$ cat src/rtl/core/tcpop_pkg.sv
// Shared types, option codes and constants of the TCP option parser.
`default_nettype none

package tcpop_pkg;

    localparam int unsigned MAX_OPTION_BYTES = 40;
    localparam int unsigned POS_W = 6;

    localparam logic [POS_W-1:0] MAX_AREA_LEN = POS_W'(MAX_OPTION_BYTES);

    localparam logic [7:0] KIND_EOL       = 8'd0;
    localparam logic [7:0] KIND_NOP       = 8'd1;
    localparam logic [7:0] KIND_MSS       = 8'd2;
    localparam logic [7:0] KIND_WSCALE    = 8'd3;
    localparam logic [7:0] KIND_SACK_PERM = 8'd4;
    localparam logic [7:0] KIND_TS        = 8'd8;

    localparam logic [7:0] MSS_DATA_BYTES    = 8'd2;
    localparam logic [7:0] WSCALE_DATA_BYTES = 8'd1;
    localparam logic [7:0] TS_DATA_BYTES     = 8'd8;
    localparam logic [7:0] TS_VALUE_TAIL     = 8'd4;
    localparam logic [7:0] MIN_OPT_LEN       = 8'd2;
    localparam logic [15:0] MSS_OVERHEAD     = 16'd12;

    localparam logic [1:0] CAUSE_EXHAUSTED = 2'd0;
    localparam logic [1:0] CAUSE_END       = 2'd1;
    localparam logic [1:0] CAUSE_OVERRUN   = 2'd2;
    localparam logic [1:0] CAUSE_BAD_LEN   = 2'd3;

    typedef enum logic [2:0] {
        PH_KIND,
        PH_LEN,
        PH_DATA,
        PH_SKIP,
        PH_STOP
    } phase_t;

    typedef struct packed {
        logic [POS_W-1:0] byte_pos;
        phase_t           phase;
        logic [7:0]       kind;
        logic [7:0]       consume;
        logic [31:0]      shift;
        logic             mss_seen;
        logic [15:0]      mss_val;
        logic             ws_seen;
        logic [7:0]       ws_val;
        logic             sack;
        logic             ts_seen;
        logic [31:0]      ts_val;
        logic [31:0]      ts_time;
        logic [1:0]       stop_code;
    } state_t;

    typedef struct packed {
        logic        mss_seen;
        logic [15:0] mss_value;
        logic [15:0] eff_mss;
        logic        wscale_seen;
        logic [7:0]  wscale_value;
        logic        sack_permitted;
        logic        ts_seen;
        logic [31:0] ts_value;
        logic [31:0] ts_update_time;
        logic [1:0]  stop_cause;
    } result_t;

    function automatic state_t state_reset();
        state_t s;
        s           = '0;
        s.phase     = PH_KIND;
        return s;
    endfunction

endpackage

`default_nettype wire

$ cat src/rtl/core/tcpop_parse.sv
// Per-beat option walker: next parser state and the summary it would give.
`default_nettype none

module tcpop_parse (
    input  var tcpop_pkg::state_t  cur,
    input  wire logic [7:0]        opt_byte,
    input  wire logic [5:0]        area_len,
    input  wire logic [31:0]       now_ts,
    output tcpop_pkg::state_t      nxt,
    output tcpop_pkg::result_t     summary
);

    logic [5:0] len_eff;
    logic [9:0] reach;
    logic [9:0] limit;

    assign len_eff = (area_len > tcpop_pkg::MAX_AREA_LEN) ? tcpop_pkg::MAX_AREA_LEN : area_len;
    assign reach   = 10'(cur.byte_pos) + 10'd1 + 10'(opt_byte);
    assign limit   = 10'(len_eff) + 10'(tcpop_pkg::MIN_OPT_LEN);

    always_comb
    begin
        logic [31:0] shifted;
        logic [7:0]  left;
        nxt     = cur;
        shifted = cur.shift;
        left    = cur.consume - 8'd1;
        if (cur.phase != tcpop_pkg::PH_STOP && cur.byte_pos < len_eff)
        begin
            nxt.byte_pos = cur.byte_pos + 6'd1;
            unique case (cur.phase)
                tcpop_pkg::PH_KIND:
                begin
                    if (opt_byte == tcpop_pkg::KIND_EOL)
                    begin
                        nxt.stop_code = tcpop_pkg::CAUSE_END;
                        nxt.phase     = tcpop_pkg::PH_STOP;
                    end
                    else if (opt_byte != tcpop_pkg::KIND_NOP)
                    begin
                        nxt.kind  = opt_byte;
                        nxt.phase = tcpop_pkg::PH_LEN;
                    end
                end
                tcpop_pkg::PH_LEN:
                begin
                    if (reach > limit)
                    begin
                        nxt.stop_code = tcpop_pkg::CAUSE_OVERRUN;
                        nxt.phase     = tcpop_pkg::PH_STOP;
                    end
                    else if (cur.kind == tcpop_pkg::KIND_MSS)
                    begin
                        nxt.consume = tcpop_pkg::MSS_DATA_BYTES;
                        nxt.shift   = '0;
                        nxt.phase   = tcpop_pkg::PH_DATA;
                    end
                    else if (cur.kind == tcpop_pkg::KIND_WSCALE)
                    begin
                        nxt.consume = tcpop_pkg::WSCALE_DATA_BYTES;
                        nxt.shift   = '0;
                        nxt.phase   = tcpop_pkg::PH_DATA;
                    end
                    else if (cur.kind == tcpop_pkg::KIND_TS)
                    begin
                        nxt.consume = tcpop_pkg::TS_DATA_BYTES;
                        nxt.shift   = '0;
                        nxt.phase   = tcpop_pkg::PH_DATA;
                    end
                    else if (cur.kind == tcpop_pkg::KIND_SACK_PERM)
                    begin
                        nxt.sack  = 1'b1;
                        nxt.phase = tcpop_pkg::PH_KIND;
                    end
                    else if (opt_byte < tcpop_pkg::MIN_OPT_LEN)
                    begin
                        nxt.stop_code = tcpop_pkg::CAUSE_BAD_LEN;
                        nxt.phase     = tcpop_pkg::PH_STOP;
                    end
                    else if (opt_byte == tcpop_pkg::MIN_OPT_LEN)
                    begin
                        nxt.phase = tcpop_pkg::PH_KIND;
                    end
                    else
                    begin
                        nxt.consume = opt_byte - tcpop_pkg::MIN_OPT_LEN;
                        nxt.phase   = tcpop_pkg::PH_SKIP;
                    end
                end
                tcpop_pkg::PH_DATA:
                begin
                    if (cur.kind != tcpop_pkg::KIND_TS || cur.consume > tcpop_pkg::TS_VALUE_TAIL)
                    begin
                        shifted = {cur.shift[23:0], opt_byte};
                    end
                    nxt.shift   = shifted;
                    nxt.consume = left;
                    if (left == 8'd0)
                    begin
                        nxt.phase = tcpop_pkg::PH_KIND;
                        if (cur.kind == tcpop_pkg::KIND_MSS)
                        begin
                            nxt.mss_seen = 1'b1;
                            nxt.mss_val  = shifted[15:0];
                        end
                        else if (cur.kind == tcpop_pkg::KIND_WSCALE)
                        begin
                            nxt.ws_seen = 1'b1;
                            nxt.ws_val  = shifted[7:0];
                        end
                        else
                        begin
                            nxt.ts_seen = 1'b1;
                            nxt.ts_val  = shifted;
                            nxt.ts_time = now_ts;
                        end
                    end
                end
                tcpop_pkg::PH_SKIP:
                begin
                    nxt.consume = left;
                    if (left == 8'd0)
                    begin
                        nxt.phase = tcpop_pkg::PH_KIND;
                    end
                end
                default:
                begin
                    nxt = cur;
                end
            endcase
        end
    end

    always_comb
    begin
        summary.mss_seen       = nxt.mss_seen;
        summary.mss_value      = nxt.mss_seen ? nxt.mss_val : 16'd0;
        summary.eff_mss        = nxt.mss_seen ? (nxt.mss_val - tcpop_pkg::MSS_OVERHEAD) : 16'd0;
        summary.wscale_seen    = nxt.ws_seen;
        summary.wscale_value   = nxt.ws_seen ? nxt.ws_val : 8'd0;
        summary.sack_permitted = nxt.sack;
        summary.ts_seen        = nxt.ts_seen;
        summary.ts_value       = nxt.ts_seen ? nxt.ts_val : 32'd0;
        summary.ts_update_time = nxt.ts_seen ? nxt.ts_time : 32'd0;
        if (nxt.phase == tcpop_pkg::PH_STOP)
        begin
            summary.stop_cause = nxt.stop_code;
        end
        else if (nxt.phase != tcpop_pkg::PH_KIND)
        begin
            summary.stop_cause = tcpop_pkg::CAUSE_OVERRUN;
        end
        else
        begin
            summary.stop_cause = tcpop_pkg::CAUSE_EXHAUSTED;
        end
    end

endmodule

`default_nettype wire

$ cat src/rtl/core/tcp_option_parser_top.sv
// Top level of the TCP option parser: input register, parser state and result register.
//
// The block takes the option area of a TCP segment one byte per beat and gives one
// summary beat (MSS, window scale, SACK-permitted, timestamp and the stop cause) for
// the beat marked last_byte; all other beats give nothing. It sustains one byte per
// clock while no final byte is held back: each byte passes an input register and then
// the parser update logic, and the summary is written to the result register as the
// final byte leaves the input register. Bytes keep flowing while a summary waits; only
// a further final byte stalls until the pending summary is taken. After the summary
// the parser returns to its reset state for the next segment.
`default_nettype none

module tcp_option_parser_top (
    input  wire logic        clk,
    input  wire logic        rst_n,
    input  wire logic        in_valid,
    output logic             in_ready,
    input  wire logic [7:0]  opt_byte,
    input  wire logic [5:0]  area_len,
    input  wire logic        last_byte,
    input  wire logic [31:0] now_ts,
    output logic             out_valid,
    input  wire logic        out_ready,
    output logic             mss_seen,
    output logic [15:0]      mss_value,
    output logic [15:0]      eff_mss,
    output logic             wscale_seen,
    output logic [7:0]       wscale_value,
    output logic             sack_permitted,
    output logic             ts_seen,
    output logic [31:0]      ts_value,
    output logic [31:0]      ts_update_time,
    output logic [1:0]       stop_cause
);

    logic        in_valid_reg;
    logic [7:0]  byte_reg;
    logic [5:0]  len_reg;
    logic        last_reg;
    logic [31:0] now_reg;

    tcpop_pkg::state_t  state_reg;
    tcpop_pkg::state_t  state_next;
    tcpop_pkg::result_t summary;
    tcpop_pkg::result_t result_reg;
    logic               out_valid_reg;
    logic               advance;

    assign advance  = in_valid_reg && (!last_reg || !out_valid_reg || out_ready);
    assign in_ready = !in_valid_reg || advance;

    always_ff @(posedge clk or negedge rst_n)
    begin
        if (!rst_n)
        begin
            in_valid_reg <= 1'b0;
        end
        else if (in_ready)
        begin
            in_valid_reg <= in_valid;
        end
    end

    always_ff @(posedge clk)
    begin
        if (in_ready && in_valid)
        begin
            byte_reg <= opt_byte;
            len_reg  <= area_len;
            last_reg <= last_byte;
            now_reg  <= now_ts;
        end
    end

    tcpop_parse u_parse (
        .cur      (state_reg),
        .opt_byte (byte_reg),
        .area_len (len_reg),
        .now_ts   (now_reg),
        .nxt      (state_next),
        .summary  (summary)
    );

    always_ff @(posedge clk or negedge rst_n)
    begin
        if (!rst_n)
        begin
            state_reg <= tcpop_pkg::state_reset();
        end
        else if (advance)
        begin
            state_reg <= last_reg ? tcpop_pkg::state_reset() : state_next;
        end
    end

    always_ff @(posedge clk or negedge rst_n)
    begin
        if (!rst_n)
        begin
            out_valid_reg <= 1'b0;
        end
        else if (advance && last_reg)
        begin
            out_valid_reg <= 1'b1;
        end
        else if (out_ready)
        begin
            out_valid_reg <= 1'b0;
        end
    end

    always_ff @(posedge clk)
    begin
        if (advance && last_reg)
        begin
            result_reg <= summary;
        end
    end

    assign out_valid      = out_valid_reg;
    assign mss_seen       = result_reg.mss_seen;
    assign mss_value      = result_reg.mss_value;
    assign eff_mss        = result_reg.eff_mss;
    assign wscale_seen    = result_reg.wscale_seen;
    assign wscale_value   = result_reg.wscale_value;
    assign sack_permitted = result_reg.sack_permitted;
    assign ts_seen        = result_reg.ts_seen;
    assign ts_value       = result_reg.ts_value;
    assign ts_update_time = result_reg.ts_update_time;
    assign stop_cause     = result_reg.stop_cause;

endmodule

`default_nettype wire

$ cat config.mk
export PLATFORM = sky130hd
export DESIGN_NAME = tcp_option_parser_top
export DESIGN_NICKNAME = d
export VERILOG_FILES = /design/src/rtl/core/tcpop_pkg.sv /design/src/rtl/core/tcpop_parse.sv /design/src/rtl/core/tcp_option_parser_top.sv
export SDC_FILE = /design/constraint.sdc
export NUM_CORES = 1
export LEC_CHECK = 0
export BUFFER_PORTS_ARGS = -buffer_cell sky130_fd_sc_hd__buf_2
export CAP_MARGIN = 25
export CORE_MARGIN = 2
export CORE_UTILIZATION = 58
export DETAILED_ROUTE_END_ITERATION = 10
export PLACE_DENSITY = 0.79
export SYNTH_ARGS = -nofsm -noshare
export SYNTH_HDL_FRONTEND = slang
export SYNTH_SLANG_ARGS = --single-unit
$ cat constraint.sdc
create_clock -name clk -period 4.8 [get_ports clk]
set_clock_uncertainty 0.15 [all_clocks]
set_input_delay 0.48 -clock clk [delete_from_list [all_inputs] [get_ports clk]]
set_output_delay 0.48 -clock clk [all_outputs]
set_load 0.05 [all_outputs]
Word-level counts from Yosys, hierarchy flattened
Index checks and enable logic that the tools add are counted.

Equal/unequal tests: 18. $add $sub $neg: 7. $lt $le $gt $ge: 5. Reduce and logical (&&, ||, !) cells: 28. Multiplexer cells: 55.

Operators with widths (number): 2-to-1 mux 151 bit (2); 2-to-1 mux 65 bit (4); 2-to-1 mux 40 bit (3); 2-to-1 mux 32 bit (2); one-hot mux 32 bit (2 select lines) (1); 2-to-1 mux 26 bit (2); 2-to-1 mux 8 bit (6); == test 8 x 2 -> 1 bit (second input constant) (3); 2-to-1 mux 3 bit (8); 2-to-1 mux 2 bit (10); 2-to-1 mux 9 bit (2); != test 6 x 3 -> 1 bit (second input constant) (3); 2-to-1 mux 17 bit (1); logical NOT 8 bit (2); one-hot mux 8 bit (2 select lines) (1); subtractor 16 x 4 -> 16 bit (second input constant) (1); 2-to-1 mux 6 bit (2); 2-to-1 mux 11 bit (1); adder 10 x 8 -> 10 bit (1); > comparator 10 bit (1); AND reduction 5 bit (2); nonzero test 2 bit (5); one-hot mux 3 bit (3 select lines) (1); nonzero test 3 bit (3); 29 further kinds (46).

Output and inout bits: 112. Flip-flop bits (word level): 310. Logic and storage cells: 143. Input port bits: 51.

Depth between registers and ports, before layout
Gate-level depths: netlist (run 1).

Depth after elaboration: 13. Mapped depth: 18. Mapped depth without buffers: 17.

Modules after synthesis
Synthesis (run 1) repeated with hierarchy kept, for this count alone.

Cell total of the unflattened synthesis: 1860. Area total of the unflattened synthesis: 18328.8 sq um.

By module, submodules not included: tcp_option_parser_top (times used 1, area each 13272.7 sq um, cells an instance 1022); tcpop_parse (times used 1, area each 5056.1 sq um, cells an instance 838).

Worst setup path after synthesis (run 1)
OpenSTA, ideal clock, no wires.

Path type: flip-flop to flip-flop. Start: register len_reg[4]. End: register result_reg, in the netlist eff_mss[12] (data pin). Library setup time: 0.260 ns. Buffers on the path: 3. Cell stages (with the launch flop): 18. Data arrival time: 3.811 ns. Clock period less this slack: 4.221 ns. Data required time: 4.390 ns. Path slack: 0.579 ns. Cell sequence: edfxtp_1 > o21ai_1 > and2_1 > inv_1 > ha_1 > nor3b_1 > a211oi_1 > nor3_1 > nand4b_4 > buf_6 > buf_6 > buf_2 > a21oi_1 > inv_1 > ha_1 > or3_1 > a211oi_2 > mux2_2.

RTL lines: start, declared (RTL line tcp_option_parser_top.sv:38) `logic [5:0] len_reg;`; start signal, assigned (RTL line tcp_option_parser_top.sv:69) `len_reg <= area_len;`; end signal, assigned (RTL line tcp_option_parser_top.sv:116) `result_reg <= summary;`; end, declared (RTL line tcp_option_parser_top.sv:45) `tcpop_pkg::result_t result_reg;`.

Final worst setup path (run 1)
Start: register state_reg[145] (netlist bit). End: register state_reg[129] (netlist bit).

Word-level cells in the longest chain between the ends: 5.

RTL lines: start, declared (RTL line tcp_option_parser_top.sv:42) `tcpop_pkg::state_t state_reg;`; start signal, assigned (RTL line tcp_option_parser_top.sv:88) `state_reg <= tcpop_pkg::state_reset();`; start signal, assigned (RTL line tcp_option_parser_top.sv:92) `state_reg <= last_reg ? tcpop_pkg::state_reset() : state_next;`; adder 6 x 1 -> 7 bit (RTL line tcpop_parse.sv:18) `assign reach = 10'(cur.byte_pos) + 10'd1 + 10'(opt_byte);`; adder 10 x 8 -> 10 bit (RTL line tcpop_parse.sv:18); > comparator 10 bit (RTL line tcpop_parse.sv:47) `if (reach > limit)`; != test 3 bit (no line); AND reduction 7 bit (no line) (*).

Mark *: on every way between the ends. The rest lies on a longest branch, timed or not. A chain may end at the register's enable or synchronous reset.

==> results by group, run 1 <==
Timing
  – Tmin final: 4.275 ns
  – Worst-margin pin slew: 0.9922 ns
  – WHS: 0.3320 ns
  – Fmax: 0.2339 GHz
  – Final setup viols: 0
  – Fin. max-slew vios: 0
  – RSZ-0062 raised after global routing: false
  – Period utilization: 0.8907
  – Final TNS setup: 0 ns
  – Final hold violations: 0
  – Slew headroom: 0.3370

Layout
  – Layout cells sized above 1: 0.1860
  – Final nets: 1474
  – Area of the multi-input gates: 4848 µm²
  – Area grow syn2layout: 19.76%
  – Antenna Cells: 0
  – Fillers: 1659
  – Max reg flops: 151
  – Area occupied by registers: 8484 µm²

Pwr
  – Logic pwr share: 0.205
  – Cell-internal power: 4.789 mW
  – P_sw: 2.012 mW
  – Pleak: 6.959 nW
  – IR drop worst, VDD: 0.0003343 V
  – Clk pwr share: 0.341
  – Sequential share of power: 0.454
  – Sw Ratio: 0.2958
  – Pwr/cell area: 415.4 nW/µm²

Synthesis
  – Area of the mapped netlist: 13670 µm²
  – Post-synth top flop: edfxtp_1
  – Synthesis Warnings: 0
  – Syn Area/Cell: 11.54 µm²
  – Synthesized net count: 1263
  – Synth async-reset ratio: 0.4968
  – Cell variety after synth: 68
  – Synthesized flop and latch total: 308
  – Seq/Total Area, Yosys: 0.6206
  – Number of synthesized flops with an enable pin: 155
  – Cells after Synth: 1185

Setup path
  – Crit path cell chain: ha_1 -> fa_1 -> a21o_1 -> a21oi_1 -> xnor2_1 -> ha_1 -> nor2b_1 -> o21ai_0 -> o211ai_1 -> a221oi_2 -> buf_4 -> o211ai_1 -> o31ai_1 -> o22ai_1
  – Crit path max fanout: 7
  – Setup CP Type: flip-flop to flip-flop
  – Setup crit end kind: flip-flop
  – Critical Path Source Type: flip-flop
  – CP arrival: 4.54 ns
  – Max incr delay on CP: 0.60 ns
  – Worst path slowest cell: o31ai_1
  – Worst path required time: 5.06 ns

Drt
  – DRT iter0 DRCs: 1002
  – Antenna Nets Post-Route: 0
  – Drc violations: 0
  – WL/cell: 18.83 µm
  – Drt total wl: 32.73 mm
  – Routed vias: 10310
  – TritonRoute pass-1 iters: 5
  – DR vias/cell: 5.932

Place
  – Port buffer count: 162
  – Gp weighted congestion: 0.9696
  – Post-DP HPWL: 21.22 mm

Global route
  – Largest net degree at the start of global routing: 84
  – Grt total ovfl: 0
  – GR Util All Layers: 0.2649
  – Antenna violations before repair: 1
  – First-pass GRT wire length: 51.81 mm
  – Vias in the first global route: 9879

CTS
  – CTS max path bufs: 3
  – Htree depth: 1
  – Later-pin clock latency in the skew report: 0.56 ns
  – Sinks on Clock Net: 308
  – CTS tree: done
  – Worst-path clk slew: 0.06 ns
  – CTS buffer count: 29
  – # Post-CTS Setup Buffers: 0
  – Clk Tree Root Cell: clkbuf_16

Min path
  – Hold Crit Class: flip-flop to flip-flop

Job
  – Max cap viols: 0

Floorplanning
  – Initial core utilization: 0.5859
  – Vert. Die Dim: 157.5 µm
  – Die footprint: 24810 µm²
  – Core area: 23330 µm²
  – Die W: 157.5 µm
  – Rows: 56
  – Io pins: 163

Run status
  – Status: finished, final reports clean
-- cells by family (layout without fill, tap and decap cells) --
| kind of cell | Yosys count | count (layout) | share of synthesized area |
|---|---|---|---|
| AND/OR/NAND/NOR | 398 | 398 | 0.1354 |
| adder cells (fa/ha/maj) | 27 | 27 | 0.02526 |
| XOR/XNOR | 23 | 23 | 0.01474 |
| AO/OA/AOI/OAI | 298 | 298 | 0.1445 |
| buffers and inverters | 86 | 320 | 0.02599 |
| flip-flops | 308 | 308 | 0.6206 |
| multiplexers | 44 | 44 | 0.03323 |
| other | 1 | 1 | 0.0002743 |
-- synth_stat cells, types with 13 or more instances --
cell type	instances	area, µm²
nand3_1	96	480.5
o21ai_0	123	615.6
edfxtp_1	155	4654
dfrtp_1	153	3829
xor2_1	13	113.9
mux2i_1	36	360.4
a22o_1	65	569.3
nor3_1	14	70.07
inv_1	22	82.58
nor2_1	71	266.5
nand2_1	160	600.6
ha_1	26	325.3
a21oi_1	30	150.1
clkbuf_1	45	168.9
-- final cells by class --
type,count,area share
flip-flops and latches,308,0.5183
multi-input cells,791,0.2962
repair buffers,244,0.09668
clock buffers,43,0.05006
well taps,319,0.02438
clock inverters,11,0.009248
inverters,22,0.005197
-- path summary, 6_finish.rpt --
check	startpoint	endpoint	slack [ns]	depth (start not counted)
max in group asynchronous	rst_n	state_reg[92]	3.10	3
min in group asynchronous	rst_n	state_reg[62]	0.41	2
worst min-delay path	state_reg[52]	state_reg[52]	0.33	2
worst min register to register	state_reg[52]	state_reg[52]	0.33	2
worst max register to register	state_reg[145]	state_reg[129]	0.52	14
worst max-delay path	state_reg[145]	state_reg[129]	0.52	14
-- stage by stage --
stage | area (µm²) | util | power (mW) | setup slack, ns | cells
after floorplan | 13670 | - | 4.079 | 0.5795 | 1185
after global placement | 14880 | 0.6377 | 4.436 | 0.7812 | 1633
after detailed placement | 14900 | 0.6386 | 4.470 | 0.5975 | 1634
after CTS | 16370 | 0.7016 | 6.812 | 0.6045 | 1738
after global routing | 16370 | 0.7016 | 7.075 | 0.1596 | 1738
final | 16370 | 0.7016 | 6.801 | 0.5247 | 1738
-- layer usage --
| layer | wire length (µm) | vias to the layer above | global-route usage |
|---|---|---|---|
| li1 | - | 4779 | - |
| met1 | 13420 | 4996 | 0.3660 |
| met5 | 0 | - | 0 |
| met3 | 2024 | 91 | 0.03937 |
| met2 | 16110 | 443 | 0.4300 |
| met4 | 1184 | 0 | 0.09784 |
-- power groups by stage --
| stage | clock [mW] | sequential (mW) | combinational [mW] |
|---|---|---|---|
| 6_report | 2.32 | 3.09 | 1.39 |
| 5_1_grt | 2.45 | 3.11 | 1.52 |
| 4_1_cts | 2.35 | 3.08 | 1.38 |
| 3_5_place_dp | 0 | 3.13 | 1.34 |
| 3_3_place_gp | 0 | 3.13 | 1.31 |
| 2_1_floorplan | 0 | 3.23 | 0.853 |
-- critical path, delay by kind of cell, from the launching register on --
kind / cells / cell delay, ns
flops: 1 / 0.45
buf+inv: 1 / 0.19
compound gates: 8 / 1.96
simple gates: 1 / 0.13
xor+xnor: 1 / 0.17
fa+ha+maj: 3 / 1.07
-- placed cells by master (no fill, tap or decap), types with 9 or more instances in the layout --
master / instances
a21o_1: 11
a21oi_1: 30
a22o_1: 65
buf_2: 161
buf_4: 30
clkbuf_1: 11
clkbuf_16: 30
dfrtp_1: 152
dlygate4sd3_1: 50
edfxtp_1: 155
ha_1: 26
inv_1: 21
mux2i_1: 36
nand2_1: 160
nand2b_1: 11
nand3_1: 96
nor2_1: 69
nor3_1: 14
o21ai_0: 123
o2bb2ai_1: 9
xnor2_1: 10
xor2_1: 13
-- timing repair --
action                    CTS  global route
gates resized for setup     0             0
hold buffers               50             0
hold endpoints to repair  130             0
No activity file was read; power rests on OpenSTA's default activity.
==> run 2: changes to the inputs <==
--- a/config.mk
+++ b/config.mk
@@ -7,10 +7,9 @@
 export LEC_CHECK = 0
 export BUFFER_PORTS_ARGS = -buffer_cell sky130_fd_sc_hd__buf_2
 export CAP_MARGIN = 25
-export CORE_MARGIN = 2
-export CORE_UTILIZATION = 58
+export CORE_UTILIZATION = 50
 export DETAILED_ROUTE_END_ITERATION = 10
-export PLACE_DENSITY = 0.79
+export PLACE_DENSITY = 0.7
 export SYNTH_ARGS = -nofsm -noshare
 export SYNTH_HDL_FRONTEND = slang
 export SYNTH_SLANG_ARGS = --single-unit
==> run 2 against run 1 <==
Critical path depth unchanged. Global-route usage decreased by 3.1 points. Fmax decreased by 2.0%. Total power increased by 0.82%. Count of clock-buffer cells in the layout decreased by 2. Worst hold slack got worse by 0.0019 ns. Cell count increased by 1.3%. Non-clock buffer count decreased by 2. Clock power increased by 3%. Register-to-register slack got worse by 0.09 ns. Via count decreased by 1.6%. Setup slack got worse by 0.088 ns.
==> results by group, run 2 (same netlist as run 1, synthesis figures left out) <==
Setup path
  – Worst path slowest cell: nor3_1
  – Max incr delay on CP: 0.67 ns (+0.07 ns)
  – Buf/Inv on CP: 2 (+1)
  – Crit path cell chain: o21ai_1 -> and2_1 -> inv_1 -> ha_1 -> nor3b_1 -> a211oi_1 -> nor3_1 -> nand4b_4 -> a21oi_1 -> inv_1 -> ha_1 -> or3_1 -> a211oi_2 -> mux2_2
  – Cell family with most CP delay: simple AND/OR/NAND/NOR gates
  – Setup crit end kind: flip-flop
  – Setup CP Type: flip-flop to flip-flop
  – Crit path max fanout: 7 (unchanged)
  – Critical Path Source Type: flip-flop
  – Worst path required time: 4.95 ns (-0.11 ns)
  – CP arrival: 4.52 ns (-0.02 ns)

Timing
  – Fin. max-slew vios: 0 (unchanged)
  – Final setup viols: 0 (unchanged)
  – Fmax: 0.2292 GHz (-2.0%)
  – RSZ-0062 raised after global routing: false
  – Final TNS setup: 0 ns (unchanged)
  – Period utilization: 0.9090 (+0.01829)
  – Worst-margin pin slew: 1.091 ns (+0.09907 ns)
  – Final hold violations: 0 (unchanged)
  – Tmin final: 4.363 ns (+0.08778 ns)
  – Slew headroom: 0.2710 (-0.06594)

Layout
  – Antenna Cells: 0 (unchanged)
  – Max reg flops: 151 (unchanged)
  – Final nets: 1474 (unchanged)
  – Core Util, Final: 0.6110 (-0.09064)
  – Commonest cells after routing, fill and taps aside: buf_2, nand2_1, edfxtp_1
  – Cell Count, Final, Fillers Out: 1761 (+1.3%)
  – Layout cells sized above 1: 0.1880 (+0.001982)
  – Commonest non-fill, non-tap cell in the layout: buf_2
  – Area grow syn2layout: 20.13%

Run status
  – Status: finished, final reports clean

Pwr
  – Total design power: 6.856 mW (+0.82%)
  – Pleak: 6.982 nW (+0.33%)
  – Pwr/cell area: 417.5 nW/µm² (+0.51%)
  – IR drop worst, VDD: 0.0003925 V (+17%)

Drt
  – TritonRoute pass-1 iters: 5 (unchanged)
  – WL/cell: 18.50 µm (-1.8%)
  – Routed vias: 10150 (-1.6%)
  – Drt total wl: 32.57 mm (-0.49%)
  – DR vias/cell: 5.761 (-2.9%)
  – Drc violations: 0 (unchanged)
  – Antenna Nets Post-Route: 0 (unchanged)
  – DRT iter0 DRCs: 955 (-4.7%)

Global route
  – GR Layer Usage met2: 0.3694 (-0.06064)
  – GR Util All Layers: 0.2337 (-0.03126)
  – Vias in the first global route: 9828 (-0.52%)
  – Largest net degree at the start of global routing: 71 (-15%)
  – Gr busiest metal: met2
  – Met3 Use GR: 0.02931 (-0.01006)
  – GRT met1 Usage: 0.3313 (-0.03465)
  – First-pass GRT wire length: 52.27 mm (+0.91%)
  – Antenna violations before repair: 0 (-1)
  – Grt total ovfl: 0 (unchanged)

CTS
  – Clk Tree Root Cell: clkbuf_16
  – CTS-repair resized insts: 0 (unchanged)
  – Later-pin clock latency in the skew report: 0.56 ns (about the same)
  – CTS max path bufs: 3 (unchanged)
  – Htree depth: 1 (unchanged)
  – CTS buffer count: 31 (+6.9%)
  – CTS tree: done
  – Sinks on Clock Net: 308 (unchanged)
  – Hold_buf cts: 50 (unchanged)
  – Worst-path clk slew: 0.06 ns (about the same)
  – # Post-CTS Setup Buffers: 0 (unchanged)

Floorplanning
  – Vert. Die Dim: 167.3 µm (+6.2%)
  – Io pins: 163 (unchanged)
  – Core area: 26880 µm² (+15%)
  – Die footprint: 28000 µm² (+13%)
  – Die W: 167.3 µm (+6.2%)
  – Initial core utilization: 0.5086 (-0.07724)
  – Rows: 60 (+7.1%)

Place
  – Post-DP HPWL: 21.08 mm (-0.65%)
  – Gp weighted congestion: 0.8985 (-7.3%)
  – Dpl cells: 1654 (+1.2%)
  – Port buffer count: 162 (unchanged)

Job
  – Max cap viols: 0 (unchanged)

Min path
  – Hold Crit Class: flip-flop to flip-flop
run 2: changes by cell type in the layout (fill, tap and decap cells not counted):
cell and delta:
clkinv_1 +1, clkbuf_16 +1, clkinv_4 +1, buf_12 +1, inv_6 +1, inv_16 -1, clkinv_2 +5, clkbuf_1 -3
clkinvlp_4 -2, buf_4 -3
run 2: routing by layer:
| metal | vias up | wire [µm] |
|---|---|---|
| met1 | 4954 | 14540 |
| met3 | 71 | 1699 |
| met2 | 344 | 15190 |
| met5 | - | 0 |
| met4 | 0 | 1146 |
| li1 | 4777 | - |
run 2: final cells by class:
class                      count  area (µm²)
clock buffer                  41       833.3
clock inverter                16       162.7
fill                        2179       10460
inverter                      22       85.08
multi-input combinational    791        4848
sequential                   308        8484
tap                          341       426.7
timing repair buffer         242        1580
run 2: worst paths after layout:
path                          startpoint  slack, ns            end  cells after the start
max                           len_reg[4]       0.44    eff_mss[12]                     14
min                        state_reg[69]       0.33  state_reg[69]                      2
max reg2reg                   len_reg[4]       0.44    eff_mss[12]                     14
min reg2reg                state_reg[69]       0.33  state_reg[69]                      2
max in group asynchronous          rst_n       3.02  state_reg[37]                      3
min in group asynchronous          rst_n       0.39  state_reg[27]                      2
run 2: power by group:
group	internal, mW	switching, mW
combinational	0.508	0.882
clock	1.38	1.00
sequential	2.93	0.150
total	4.82	2.03
run 2: worst min-delay path: cells and delay by family, from the launching register on:
family          cells  cell delay (ns)
flops               1             0.34
simple gates        1             0.05
compound gates      1             0.06
run 2: through the flow:
stage	instance area, µm²	setup slack, ns	hold WS [ns]
finish	16420	0.4369	0.3301
global route	16420	0.07596	0.3502
CTS	16420	0.4728	0.3349
detailed placement	14920	0.5205	0.3211
global placement	14880	0.6186	0.3117
floorplan	13670	0.5795	0.03441
==> run 3: changes to the inputs <==
--- a/config.mk
+++ b/config.mk
@@ -7,9 +7,11 @@
 export LEC_CHECK = 0
 export BUFFER_PORTS_ARGS = -buffer_cell sky130_fd_sc_hd__buf_2
 export CAP_MARGIN = 25
-export CORE_UTILIZATION = 50
+export CELL_PAD_IN_SITES_DETAIL_PLACEMENT = 1
+export CELL_PAD_IN_SITES_GLOBAL_PLACEMENT = 2
+export CORE_UTILIZATION = 39
 export DETAILED_ROUTE_END_ITERATION = 10
-export PLACE_DENSITY = 0.7
+export PLACE_DENSITY_LB_ADDON = 0.1
 export SYNTH_ARGS = -nofsm -noshare
 export SYNTH_HDL_FRONTEND = slang
 export SYNTH_SLANG_ARGS = --single-unit
==> run 3 against run 2 <==
Sequential power barely moved. Routed wire length grew 18%. Count of clock-buffer cells in the layout rose by 6. Flip-flop and latch count is the same. First-iteration DRC count is 46% lower. Largest power group unchanged. Critical path type unchanged. Register-to-register slack improved by 0.05 ns. Critical path depth rose by 1. Die area is 28% higher. Total power up 5.8%. Core utilization is 13 points lower. Highest routed layer unchanged. Final area grew 2.2%.
==> results by group, run 3 (same netlist as run 1, synthesis figures left out) <==
Pwr
  – IR drop worst, VDD: 0.0003229 V (-18%)
  – Sw Ratio: 0.2988 (+0.002002)
  – Clk pwr share: 0.373 (+0.026)
  – Logic pwr share: 0.201 (-0.002)
  – Sequential share of power: 0.426 (-0.024)
  – Total design power: 7.253 mW (+5.8%)
  – Pleak: 7.104 nW (+1.7%)
  – Pwr/cell area: 432.1 nW/µm² (+3.5%)
  – P_sw: 2.167 mW (+6.5%)
  – Cell-internal power: 5.086 mW (+5.5%)

Timing
  – Final setup viols: 0 (unchanged)
  – RSZ-0062 raised after global routing: false
  – Slew headroom: 0.3585 (+0.08751)
  – WHS: 0.02106 ns (-0.3091 ns)
  – Worst-margin pin slew: 0.9594 ns (-0.1319 ns)
  – Fin. max-slew vios: 0 (unchanged)
  – Setup ws final: 0.4881 ns (+0.05116 ns)
  – Final TNS setup: 0 ns (unchanged)
  – Tmin final: 4.312 ns (-0.05116 ns)
  – Final hold violations: 0 (unchanged)
  – Fmax: 0.2319 GHz (+1.2%)
  – Period utilization: 0.8983 (-0.01066)

CTS
  – Later-pin clock latency in the skew report: 0.52 ns (-0.04 ns)
  – CTS buffer count: 36 (+16%)
  – # Post-CTS Setup Buffers: 0 (unchanged)
  – Worst-path clk slew: 0.06 ns (about the same)
  – Hold_buf cts: 45 (-10%)
  – CTS tree: done
  – CTS max path bufs: 3 (unchanged)
  – Clk Tree Root Cell: clkbuf_16
  – Sinks on Clock Net: 308 (unchanged)
  – CTS-repair resized insts: 0 (unchanged)
  – Htree depth: 2 (+1)

Run status
  – Status: finished, final reports clean

Setup path
  – Cell family with most CP delay: simple AND/OR/NAND/NOR gates
  – Worst path required time: 4.91 ns (-0.04 ns)
  – Worst path slowest cell: or3_1
  – Critical Path Source Type: flip-flop
  – Buf/Inv on CP: 3 (+1)
  – CP arrival: 4.43 ns (-0.09 ns)
  – Max incr delay on CP: 0.45 ns (-0.22 ns)
  – Setup crit end kind: flip-flop
  – Setup CP Type: flip-flop to flip-flop
  – Crit path max fanout: 22 (+15)
  – Crit path cell chain: o21ai_1 -> and2_1 -> inv_1 -> ha_1 -> nor3b_1 -> a211oi_1 -> nor3_1 -> buf_4 -> nand4b_4 -> a21oi_1 -> inv_1 -> ha_1 -> or3_1 -> a211oi_2 -> mux2_2

Layout
  – Antenna Cells: 0 (unchanged)
  – Core Util, Final: 0.4859 (-0.1250)
  – Area grow syn2layout: 22.80%
  – Cell Count, Final, Fillers Out: 1890 (+7.3%)
  – Final nets: 1486 (+0.81%)
  – Max reg flops: 151 (unchanged)
  – Post-route design area: 16790 µm² (+2.2%)
  – Layout cells sized above 1: 0.1972 (+0.009184)
  – Commonest non-fill, non-tap cell in the layout: buf_2
  – Commonest cells after routing, fill and taps aside: buf_2, nand2_1, edfxtp_1

Floorplanning
  – Core area: 34540 µm² (+29%)
  – Vert. Die Dim: 189.2 µm (+13%)
  – Die W: 189.2 µm (+13%)
  – Initial core utilization: 0.3957 (-0.1129)
  – Rows: 68 (+13%)
  – Die footprint: 35800 µm² (+28%)
  – Io pins: 163 (unchanged)

Place
  – Post-DP HPWL: 25.65 mm (+22%)
  – Dpl cells: 1779 (+7.6%)
  – Pre-CTS setup slack: 0.4747 ns (-0.04583 ns)
  – Port buffer count: 162 (unchanged)
  – Gp weighted congestion: 0.8188 (-8.9%)
  – Placed Area: 15160 µm² (+1.6%)

Global route
  – GR Util All Layers: 0.2195 (-0.01414)
  – Grt total ovfl: 0 (unchanged)
  – Antenna violations before repair: 0 (unchanged)
  – Vias in the first global route: 10790 (+9.8%)
  – First-pass GRT wire length: 61.48 mm (+18%)
  – Largest net degree at the start of global routing: 94 (+32%)

Drt
  – WL/cell: 20.31 µm (+9.8%)
  – DRT iter0 DRCs: 517 (-46%)
  – TritonRoute pass-1 iters: 4 (-1)
  – Drc violations: 0 (unchanged)
  – Routed vias: 10120 (-0.23%)
  – DR vias/cell: 5.356 (-7.0%)
  – Antenna Nets Post-Route: 0 (unchanged)
  – Drt total wl: 38.38 mm (+18%)

Min path
  – Hold Crit Class: primary input to flip-flop

Job
  – Max cap viols: 0 (unchanged)
[run 3: final cells by class]
type	instances	area, µm²
fillers	3760	17760
clock inverters	18	176.4
clock buffers	47	992.2
multi-input cells	791	4848
well taps	455	569.3
repair buffers	249	1630
flip-flops and latches	308	8484
inverters	22	85.08
[run 3: per-layer routing]
metal,wire [µm],track usage,part of all wire
met1,17260,0.2918,0.45
met2,18840,0.3725,0.49
met3,1270,0.02947,0.033
met4,1014,0.06731,0.026
met5,0,0,0
[run 3: power groups by stage]
stage,registers [mW],logic (mW),clock network [mW]
finish,3.09,1.46,2.70
floorplan,3.23,0.853,0
detailed placement,3.14,1.44,0
global placement,3.14,1.42,0
global route,3.12,1.61,2.87
CTS,3.09,1.47,2.78
[run 3: final timing paths]
check	start	endpoint	slack, ns	cells after the start
worst max-delay path	len_reg[4]	eff_mss[12]	0.49	15
worst max register to register	len_reg[4]	eff_mss[12]	0.49	15
max in group asynchronous	rst_n	state_reg[22]	2.93	3
min in group asynchronous	rst_n	state_reg[88]	0.49	2
worst min-delay path	now_ts[28]	now_reg[28]	0.02	1
worst min register to register	state_reg[77]	state_reg[77]	0.33	2
